<file path="src/stt_pkg.sv">
// Shared types and constants of the search transposition table.
package stt_pkg;

  localparam int INDEX_BITS = 18;
  localparam int SLOT_COUNT = 1 << INDEX_BITS;

  localparam int REQ_W   = 2;
  localparam int KEY_W   = 64;
  localparam int DEPTH_W = 6;
  localparam int SCORE_W = 32;
  localparam int BOUND_W = 2;
  localparam int MOVE_W  = 13;

  localparam logic [REQ_W-1:0] REQ_STORE  = 2'd0;
  localparam logic [REQ_W-1:0] REQ_LOOKUP = 2'd1;
  localparam logic [REQ_W-1:0] REQ_CLEAR  = 2'd2;

  localparam logic [BOUND_W-1:0] BOUND_EXACT = 2'd0;
  localparam logic [BOUND_W-1:0] BOUND_LOWER = 2'd1;
  localparam logic [BOUND_W-1:0] BOUND_UPPER = 2'd2;

  localparam int CMDQ_DEPTH = 4;
  localparam int CQ_PTR_W   = $clog2(CMDQ_DEPTH);
  localparam int CQ_CNT_W   = $clog2(CMDQ_DEPTH + 1);

  localparam int RESQ_DEPTH = 4;
  localparam int RQ_PTR_W   = $clog2(RESQ_DEPTH);
  localparam int RQ_CNT_W   = $clog2(RESQ_DEPTH + 1);

  typedef enum logic [1:0] {
    OP_STORE,
    OP_LOOKUP,
    OP_CLEAR
  } op_t;

  typedef enum logic {
    BK_SWEEP,
    BK_RUN
  } back_state_t;

  typedef struct packed {
    op_t                       op;
    logic [KEY_W-1:0]          key;
    logic [DEPTH_W-1:0]        depth;
    logic signed [SCORE_W-1:0] score;
    logic [BOUND_W-1:0]        bound;
    logic [MOVE_W-1:0]         move;
    logic signed [SCORE_W-1:0] alpha;
    logic signed [SCORE_W-1:0] beta;
  } cmd_t;

  typedef struct packed {
    logic                      valid;
    logic [KEY_W-1:0]          key;
    logic [DEPTH_W-1:0]        depth;
    logic signed [SCORE_W-1:0] score;
    logic [BOUND_W-1:0]        bound;
    logic [MOVE_W-1:0]         move;
  } slot_t;

  typedef struct packed {
    logic                      hit;
    logic                      move_found;
    logic [MOVE_W-1:0]         found_move;
    logic                      cutoff;
    logic signed [SCORE_W-1:0] cutoff_score;
  } res_t;

endpackage

</file>
<file path="src/stt_cmd_queue.sv">
// Short command queue between the request decode and the table engine.
module stt_cmd_queue (
  input  logic          clk,
  input  logic          rst_n,
  input  logic          push,
  input  stt_pkg::cmd_t wdata,
  output logic          full,
  input  logic          pop,
  output stt_pkg::cmd_t rdata,
  output logic          empty
);

  stt_pkg::cmd_t                   slots_r [stt_pkg::CMDQ_DEPTH];
  logic [stt_pkg::CQ_PTR_W-1:0]    wptr_r;
  logic [stt_pkg::CQ_PTR_W-1:0]    wptr_nxt;
  logic [stt_pkg::CQ_PTR_W-1:0]    rptr_r;
  logic [stt_pkg::CQ_PTR_W-1:0]    rptr_nxt;
  logic [stt_pkg::CQ_CNT_W-1:0]    cnt_r;
  logic [stt_pkg::CQ_CNT_W-1:0]    cnt_nxt;
  logic                            do_push;
  logic                            do_pop;

  assign full    = (cnt_r == stt_pkg::CQ_CNT_W'(stt_pkg::CMDQ_DEPTH));
  assign empty   = (cnt_r == '0);
  assign do_push = push & ~full;
  assign do_pop  = pop & ~empty;
  assign rdata   = slots_r[rptr_r];

  always_comb begin
    wptr_nxt = do_push ? wptr_r + 1'b1 : wptr_r;
    rptr_nxt = do_pop ? rptr_r + 1'b1 : rptr_r;
    cnt_nxt  = cnt_r;
    if (do_push && !do_pop) begin
      cnt_nxt = cnt_r + 1'b1;
    end else if (do_pop && !do_push) begin
      cnt_nxt = cnt_r - 1'b1;
    end
  end

  always_ff @(posedge clk) begin
    if (!rst_n) begin
      wptr_r <= '0;
      rptr_r <= '0;
      cnt_r  <= '0;
    end else begin
      wptr_r <= wptr_nxt;
      rptr_r <= rptr_nxt;
      cnt_r  <= cnt_nxt;
    end
  end

  always_ff @(posedge clk) begin
    if (do_push) begin
      slots_r[wptr_r] <= wdata;
    end
  end

endmodule

</file>
<file path="config.mk">
export PLATFORM = sky130hd
export DESIGN_NAME = stt_cmd_queue
export DESIGN_NICKNAME = d
export VERILOG_FILES = /design/src/stt_pkg.sv /design/src/stt_cmd_queue.sv
export SDC_FILE = /design/constraint.sdc
export NUM_CORES = 1
export LEC_CHECK = 0
export BUFFER_PORTS_ARGS = -buffer_cell sky130_fd_sc_hd__buf_2
export CAP_MARGIN = 10
export CORE_MARGIN = 3
export CORE_UTILIZATION = 57
export DETAILED_ROUTE_END_ITERATION = 16
export GPL_ROUTABILITY_DRIVEN = 0
export GPL_TIMING_DRIVEN = 1
export MAX_ROUTING_LAYER = met4
export PLACE_DENSITY = 0.79
export SLEW_MARGIN = 10
export SYNTH_ARGS = -nofsm -noshare
export SYNTH_HDL_FRONTEND = slang
export SYNTH_SLANG_ARGS = --single-unit
</file>
<file path="constraint.sdc">
create_clock -name clk -period 6.9 [get_ports clk]
set_clock_uncertainty 0.05 [all_clocks]
set_input_delay 1.035 -clock clk [delete_from_list [all_inputs] [get_ports clk]]
set_output_delay 1.035 -clock clk [all_outputs]
set_load 0.05 [all_outputs]
</file>
==> flow_metrics.env <==
export IMPL_fin_crit_sh=0.592
export IMPL_slew_headroom=0.365
export IMPL_layout_min_cycle_time_ns=4.08
export IMPL_placed_area_mm2=0.0294
export IMPL_setup_slack_ns=2.82
export IMPL_cts_sinks=741
export IMPL_synth_area_per_cell_um2=27.0
export IMPL_syn_cell_area_mm2=0.0271
export IMPL_holdCritPathClass="reg2reg"
export IMPL_htree_levels=3
export IMPL_yosysTopAreaCellShare=0.812
export IMPL_dr_pass1_iters=5
export IMPL_first_iter_violations=900
export IMPL_startpoint_type="flip-flop"
export IMPL_hold_ws_ns=0.475
export IMPL_clkPwrFrac=0.270
export IMPL_yosys_warnings=0
export IMPL_swShare=0.347
export IMPL_final_common_cell="edfxtp_1"
export IMPL_required_ns=5.81
export IMPL_post_cts_buffers=0
export IMPL_wire_per_inst_um=25.2
export IMPL_vias=12129
export IMPL_ioPinCount=372
export IMPL_cts_tree="built"
export IMPL_worstSetupPathType="reg2out"
export IMPL_row_count=79
export IMPL_fp_dieW_um=224
export IMPL_hold_buffers=0
export IMPL_p_comb_frac=0.315
export IMPL_syn_inst=1004
export IMPL_pre_cts_ws_ns=3.13
export IMPL_final_core_util=0.676
export IMPL_end_kind="output pin"
export IMPL_synth_area_top_cells="edfxtp_1, mux4_2, buf_12, dfxtp_1, buf_2"
export IMPL_root_buffer="clkbuf_16"
export IMPL_p_total_mw=13.5
export IMPL_seqPwrFrac=0.415
export IMPL_dp_final_hpwl_um=29900
export IMPL_die_area_mm2=0.0501
export IMPL_fin_setup_tns_ns=0
export IMPL_ys_ff_latch=741
export IMPL_synth_distinct_cells=24
export IMPL_power_leakage_nw=10.5
export IMPL_grt_max_degree=125
export IMPL_clock_path_buffers=3
export IMPL_slew_violations=0
export IMPL_tightest_slew_ns=0.952
export IMPL_cap_violations=0
export IMPL_grt_pass1_vias=12846
export IMPL_crit_fanout=124
export IMPL_yosysTopAreaCell="edfxtp_1"
export IMPL_clock_latency_ns=0.57
export IMPL_grt_antenna_before_repair=17
export IMPL_nets=1610
export IMPL_start_util=0.579
export IMPL_final_cells=2097
export IMPL_syn2layout_area_growth_pct=16.7
export IMPL_setup_viol=0
export IMPL_drc=0
export IMPL_placed_cells_incl_taps=1950
export IMPL_grt_pass1_wl_um=79200
export IMPL_core_region_area_mm2=0.0468
export IMPL_intPower_mw=8.84
export IMPL_cts_resized_gates=0
export IMPL_synthesis_nets=1197
export IMPL_drt_wl_total_um=52800
export IMPL_cts_buffers=72
export IMPL_ant_nets=0
export IMPL_grt_overflow=0
export IMPL_io_buffer_count=371
export IMPL_arrival_ns=3.00
export IMPL_status="complete, no violations"
export IMPL_peakVddDrop_v=0.000382
export IMPL_seq_area_frac_synth=0.819
export IMPL_cts_clk_slew_worst_paths_ns=0.06
export IMPL_hold_viol_final=0
export IMPL_finalInstanceArea_mm2=0.0316
export IMPL_p_per_area_mw_per_mm2=428
export IMPL_rsz0062_at_grt="false"
export IMPL_final_cell_mix="edfxtp_1, buf_2, mux4_2"
export IMPL_die_h_um=224
export IMPL_vias_per_cell=5.78
export IMPL_grt_util_all_layers=0.220
export IMPL_drive_gt1_frac=0.454
export IMPL_fmax_ghz=0.245
export IMPL_power_switching_mw=4.69
==> layer usage <==
| layer | GRT usage | vias to the layer above | share of wire |
|---|---|---|---|
| li1 | - | 5217 | - |
| met1 | 0.286 | 6331 | 0.37 |
| met2 | 0.333 | 490 | 0.50 |
| met3 | 0.0805 | 91 | 0.10 |
| met4 | 0.0646 | 0 | 0.022 |
| met5 | - | - | 0 |
==> flip-flops by register name, indices dropped and copies added (netlist names), named ones only <==
name / flops
slots_r: 732
cnt_r: 3
rptr_r: 2
wptr_r: 2
==> final cells by class <==
class,instances,area [um2]
sequential,741,22200
fill,2818,15200
multi-input combinational,217,4400
timing repair buffer,382,2030
clock buffer,86,1880
tap,607,759
clock inverter,37,297
antenna,24,60.1
inverter,3,11.3
==> power groups by stage <==
stage	Combinational (mW)	Sequential, mW	Clock, mW
floorplan	3.56	5.71	0
finish	4.26	5.62	3.65
detailed placement	4.31	5.70	0
CTS	4.34	5.62	3.73
global placement	4.30	5.66	0
global route	4.48	5.65	3.91
==> cell families after synthesis <==
logic type               Yosys count  share of synthesized area
multiplexers                     186                      0.153
adder cells (fa/ha/maj)            6                    0.00305
AO/OA/AOI/OAI                      4                    0.00106
XOR/XNOR                           4                    0.00129
AND/OR/NAND/NOR                   17                    0.00356
flip-flops                       741                      0.819
buffers and inverters             46                     0.0190
==> cell usage after synthesis <==
cell / number
o311ai_0: 1
and2_1: 8
mux2i_1: 3
nor3_1: 1
inv_1: 3
mux4_2: 183
fa_1: 1
nor3b_1: 1
clkbuf_1: 5
a21boi_0: 1
xor2_1: 1
o21ai_0: 1
buf_2: 17
ha_1: 5
nand2_1: 4
xnor2_1: 3
buf_12: 19
buf_4: 1
buf_6: 1
edfxtp_1: 732
o31ai_1: 1
nor2b_1: 2
or3_1: 1
dfxtp_1: 9
==> worst max-delay path: stages, from the launching register on <==
cell and delay (ns):
dfxtp_4 0.96, buf_12 0.59, mux4_2 0.44, buf_2 0.23
==> worst paths after layout <==
kind	slack (ns)	startpoint	cells after the start	endpoint
max	2.82	flip-flop	3	rdata[164]
min reg2reg	0.48	wptr_r[0]$_SDFFE_PN0P_	2	wptr_r[0]$_SDFFE_PN0P_
max reg2reg	3.74	cnt_r[0]$_SDFFE_PN0P_	4	slots_r[1][127]$_DFFE_PP_
min	0.48	wptr_r[0]$_SDFFE_PN0P_	2	wptr_r[0]$_SDFFE_PN0P_
Note: power is estimated with default switching activity, not from simulation.
