==> src/stt_pkg.sv <==
// Shared types and constants of the search transposition table.
package stt_pkg;

  localparam int INDEX_BITS = 18;
  localparam int SLOT_COUNT = 1 << INDEX_BITS;

  localparam int REQ_W   = 2;
  localparam int KEY_W   = 64;
  localparam int DEPTH_W = 6;
  localparam int SCORE_W = 32;
  localparam int BOUND_W = 2;
  localparam int MOVE_W  = 13;

  localparam logic [REQ_W-1:0] REQ_STORE  = 2'd0;
  localparam logic [REQ_W-1:0] REQ_LOOKUP = 2'd1;
  localparam logic [REQ_W-1:0] REQ_CLEAR  = 2'd2;

  localparam logic [BOUND_W-1:0] BOUND_EXACT = 2'd0;
  localparam logic [BOUND_W-1:0] BOUND_LOWER = 2'd1;
  localparam logic [BOUND_W-1:0] BOUND_UPPER = 2'd2;

  localparam int CMDQ_DEPTH = 4;
  localparam int CQ_PTR_W   = $clog2(CMDQ_DEPTH);
  localparam int CQ_CNT_W   = $clog2(CMDQ_DEPTH + 1);

  localparam int RESQ_DEPTH = 4;
  localparam int RQ_PTR_W   = $clog2(RESQ_DEPTH);
  localparam int RQ_CNT_W   = $clog2(RESQ_DEPTH + 1);

  typedef enum logic [1:0] {
    OP_STORE,
    OP_LOOKUP,
    OP_CLEAR
  } op_t;

  typedef enum logic {
    BK_SWEEP,
    BK_RUN
  } back_state_t;

  typedef struct packed {
    op_t                       op;
    logic [KEY_W-1:0]          key;
    logic [DEPTH_W-1:0]        depth;
    logic signed [SCORE_W-1:0] score;
    logic [BOUND_W-1:0]        bound;
    logic [MOVE_W-1:0]         move;
    logic signed [SCORE_W-1:0] alpha;
    logic signed [SCORE_W-1:0] beta;
  } cmd_t;

  typedef struct packed {
    logic                      valid;
    logic [KEY_W-1:0]          key;
    logic [DEPTH_W-1:0]        depth;
    logic signed [SCORE_W-1:0] score;
    logic [BOUND_W-1:0]        bound;
    logic [MOVE_W-1:0]         move;
  } slot_t;

  typedef struct packed {
    logic                      hit;
    logic                      move_found;
    logic [MOVE_W-1:0]         found_move;
    logic                      cutoff;
    logic signed [SCORE_W-1:0] cutoff_score;
  } res_t;

endpackage

==> src/stt_res_queue.sv <==
// Result queue that holds lookup answers until the receiver pops them.
module stt_res_queue (
  input  logic                          clk,
  input  logic                          rst_n,
  input  logic                          push,
  input  stt_pkg::res_t                 wdata,
  output logic [stt_pkg::RQ_CNT_W-1:0]  count,
  input  logic                          pop,
  output stt_pkg::res_t                 rdata,
  output logic                          empty
);

  stt_pkg::res_t                   slots_r [stt_pkg::RESQ_DEPTH];
  logic [stt_pkg::RQ_PTR_W-1:0]    wptr_r;
  logic [stt_pkg::RQ_PTR_W-1:0]    wptr_nxt;
  logic [stt_pkg::RQ_PTR_W-1:0]    rptr_r;
  logic [stt_pkg::RQ_PTR_W-1:0]    rptr_nxt;
  logic [stt_pkg::RQ_CNT_W-1:0]    cnt_r;
  logic [stt_pkg::RQ_CNT_W-1:0]    cnt_nxt;
  logic                            full;
  logic                            do_push;
  logic                            do_pop;

  assign full    = (cnt_r == stt_pkg::RQ_CNT_W'(stt_pkg::RESQ_DEPTH));
  assign empty   = (cnt_r == '0);
  assign count   = cnt_r;
  assign do_push = push & ~full;
  assign do_pop  = pop & ~empty;
  assign rdata   = slots_r[rptr_r];

  always_comb begin
    wptr_nxt = do_push ? wptr_r + 1'b1 : wptr_r;
    rptr_nxt = do_pop ? rptr_r + 1'b1 : rptr_r;
    cnt_nxt  = cnt_r;
    if (do_push && !do_pop) begin
      cnt_nxt = cnt_r + 1'b1;
    end else if (do_pop && !do_push) begin
      cnt_nxt = cnt_r - 1'b1;
    end
  end

  always_ff @(posedge clk) begin
    if (!rst_n) begin
      wptr_r <= '0;
      rptr_r <= '0;
      cnt_r  <= '0;
    end else begin
      wptr_r <= wptr_nxt;
      rptr_r <= rptr_nxt;
      cnt_r  <= cnt_nxt;
    end
  end

  always_ff @(posedge clk) begin
    if (do_push) begin
      slots_r[wptr_r] <= wdata;
    end
  end

endmodule

==> config.mk <==
export PLATFORM = sky130hd
export DESIGN_NAME = stt_res_queue
export DESIGN_NICKNAME = d
export VERILOG_FILES = /design/src/stt_pkg.sv /design/src/stt_res_queue.sv
export SDC_FILE = /design/constraint.sdc
export NUM_CORES = 1
export LEC_CHECK = 0
export ABC_CLOCK_PERIOD_IN_PS = 3380
export BUFFER_PORTS_ARGS = -buffer_cell sky130_fd_sc_hd__buf_2
export CORE_ASPECT_RATIO = 1.1
export CORE_MARGIN = 2
export CORE_UTILIZATION = 50
export CTS_CLUSTER_SIZE = 16
export DETAILED_ROUTE_END_ITERATION = 6
export PLACE_DENSITY = 0.71
export SYNTH_ARGS = -nofsm -noshare
export SYNTH_HDL_FRONTEND = slang
export SYNTH_SLANG_ARGS = --single-unit
==> constraint.sdc <==
create_clock -name clk -period 3.38 [get_ports clk]
set_clock_uncertainty 0.05 [all_clocks]
set_input_delay 0.676 -clock clk [delete_from_list [all_inputs] [get_ports clk]]
set_output_delay 0.676 -clock clk [all_outputs]
set_load 0.01 [all_outputs]
==> summary by stage <==
Status
The flow ran to the end, and the final reports show no timing, DRC or antenna violations.

Clock network
The total setup buffers inserted after CTS is 0. The clock tree from TritonCTS is yes. After clock tree synthesis, the flow added hold-fix buffers numbering 0. The clock slew at the register clock pins of the worst setup and hold paths is 60 ps. The H-tree depth reported by CTS is 1. Buffers inserted during clock tree synthesis total 20. The longest clock path from root to sink contains 3 buffers. The insertion delay to the later sink of the worst-skew pair is 480 ps. The number of instances resized during post-cts repair is 0.

The clock net sink count is 201. The root cell of the clock tree is clkbuf_16.

Finish
The area added between synthesis and finish is 20.6%. The number of nets in the layout is 477. The sequential standard cell area is 0.00595 mm^2. The filler cell count is 1017. The repair_antennas step left the layout with diodes totalling 0. In the final layout, the multi-input gates occupy 0.00137 mm^2. Of the cells placed in the final design, the portion with a size suffix greater than 1 is 0.463.

STA
Setup repair after global routing left no endpoint under its margin. After routing, the total negative slack on setup checks comes to 0 ps. The final-report max-slew violation count is 0. The final critical path time including I/O delays and setup is 2860 ps. The post-route fraction of the period consumed by the critical path is 0.846.

The transition time at the pin with the least slew margin is 710 ps. The worst slack on hold paths is 361 ps. The setup-violating endpoint count in the final report is 0. The total count of hold-check failures in the final report is 0. The achievable frequency is 0.350 GHz.

In this run the tightest slew margin relative to its limit is 0.527.

Detailed routing
The routed wire length is 13200 um. In this run the remaining antenna-violating nets after routing total 0. After detailed routing, the number of remaining DRC violations is 0. The wire length per cell after detailed routing is 21.1 um. Using the TritonRoute via totals, the vias-per-cell ratio works out to 5.45. The via count is 3401. After the first detailed-routing iteration, the DRC count stood at 258. The first TritonRoute pass finished after 4 iterations.

Synthesis
The share of synthesized registers carrying an async set or reset is 0. The biggest area contributor in the post-synthesis netlist is edfxtp_1. Sorting the synthesized cells by area gives the leading types as edfxtp_1, mux4_2, dfxtp_1. The number of flops mapped to enable cells by yosys is 192. The area share of the largest cell type after synthesis is 0.780. Among all flip-flop cells after synthesis, the most frequent one is edfxtp_1.

A synthesized cell averages 24.9 um^2. The number of cells produced by synthesis is 297. Yosys printed 0 warnings.

The post-synthesis instance area is 0.00739 mm^2. The number of distinct library cell variants in the gate-level netlist after synthesis is 24. The share of the yosys chip area belonging to registers is 0.804. The net count of the mapped netlist is 355. The synthesized flop and latch total is 201.

Floorplan
The site row count is 46. The vertical die dimension is 132 um. The effective utilization at floorplan is 0.512.

From left edge to right edge, the die measures 120 um. The placeable core area is 0.0144 mm^2. The die covers 0.0158 mm^2. 104 I/O pins were placed.

Power
The power density over the cells is 786 mW/mm^2. The worst ir drop on vdd is 0.534 mV. In this run the static leakage power is 3.03 nW. The power after layout is 0.00701 W.

Placed design
Input and output buffers added on the ports amount to 103. Once detailed placement completed, the half-perimeter wirelength came to 8120 um. The final weighted congestion in routability-driven placement is 0.729.

GRT
The total overflow left after global routing is 0. The pin count of the biggest net entering global routing is 36. The number of global-route vias before repair was 3613.

The global-route total usage across every layer is 0.170. The first global-routing pass estimated 20500 um of wire. The initial antenna violation count came to 0.

Critical path
In this run the worst path has a maximum fanout of 23. The critical path required time is 2650 ps. The critical path endpoint category is an output port. STA classifies the critical path startpoint as a register. The class of the most critical setup path is register to output port.

Data arrives at the worst endpoint at 2130 ps.

Hold path
The type of the worst min-delay path is input port to register.

Flow run
Across the run, the number of max-cap violations was 0.
area by class of cell:
cell class | count | area share
sequential | 201 | 0.668
multi-input combinational | 82 | 0.153
timing repair buffer | 111 | 0.0730
clock buffer | 22 | 0.0594
tap | 192 | 0.0270
clock inverter | 13 | 0.0187
inverter | 3 | 0.00126
where the power goes:
group          total, W  internal [W]  switching (W)
Sequential      0.00321       0.00303       0.000182
Clock           0.00232       0.00143       0.000886
Combinational   0.00148      0.000775       0.000703
Total           0.00701       0.00524        0.00177
registers in the layout, summed over array words and instances, names as in the netlist, named ones only:
name / cells
count: 3
rptr_r: 2
slots_r: 192
wptr_r: 2
path summary, 6_finish.rpt:
| check | endpoint | start | cells after the start | slack, ps |
|---|---|---|---|---|
| worst min-delay path | slots_r[0][27] | wdata[27] | 1 | 360 |
| worst max register to register | count[2] | count[0] | 8 | 990 |
| worst max-delay path | rdata[32] | register | 3 | 520 |
| worst min register to register | wptr_r[0] | wptr_r[0] | 2 | 460 |
layer usage:
| metal | up-vias | GRT usage | wire length, um |
|---|---|---|---|
| met5 | - | 0 | 0 |
| met4 | 0 | 0.0464 | 231 |
| met3 | 19 | 0.0343 | 706 |
| met2 | 100 | 0.285 | 6740 |
| met1 | 1785 | 0.229 | 5490 |
| li1 | 1497 | - | - |
Yosys cell counts, drive strengths merged (2+ instances only):
master,count
mux2i,3
a21boi,2
xnor2,3
and2,8
dfxtp,9
ha,5
edfxtp,192
inv,3
mux4,48
nand2,4
buf,8
clkbuf,3
metrics by stage:
stage | setup WS (ps) | instance area [um^2] | std cells | utilization
finish | 522 | 8910 | 624 | 0.617
global route | 366 | 8910 | 624 | 0.617
CTS | 442 | 8910 | 624 | 0.617
detailed placement | 841 | 8220 | 589 | 0.569
global placement | 965 | 8220 | 589 | 0.569
floorplan | 775 | 7390 | 297 | -
cell usage in the layout (no fill, tap or decap), drive strengths merged:
master    count
edfxtp      192
buf         111
mux4         48
clkbuf       22
dfxtp         9
clkinv        8
and2          8
ha            5
nand2         4
bufinv        4
inv           3
xnor2         3
mux2i         3
a21boi        2
nor2          1
nor3          1
o31ai         1
nor2b         1
o311ai        1
xor2          1
o21ai         1
or3           1
fa            1
clkinvlp      1
cell families (layout without fill, tap and decap cells):
| family | count (synthesis) | after routing | share of synthesized area |
|---|---|---|---|
| compound gates | 5 | 5 | 0.00609 |
| xor+xnor | 4 | 4 | 0.00474 |
| buf+inv | 14 | 149 | 0.0117 |
| simple gates | 16 | 16 | 0.0117 |
| flops | 201 | 201 | 0.804 |
| fa+ha+maj | 6 | 6 | 0.0112 |
| mux | 51 | 51 | 0.150 |
critical path: stages, from the launching register on:
cell	delay (ps)
dfxtp_4	660
buf_4	310
mux4_2	510
buf_2	150
Note: power is estimated with default switching activity, not from simulation.
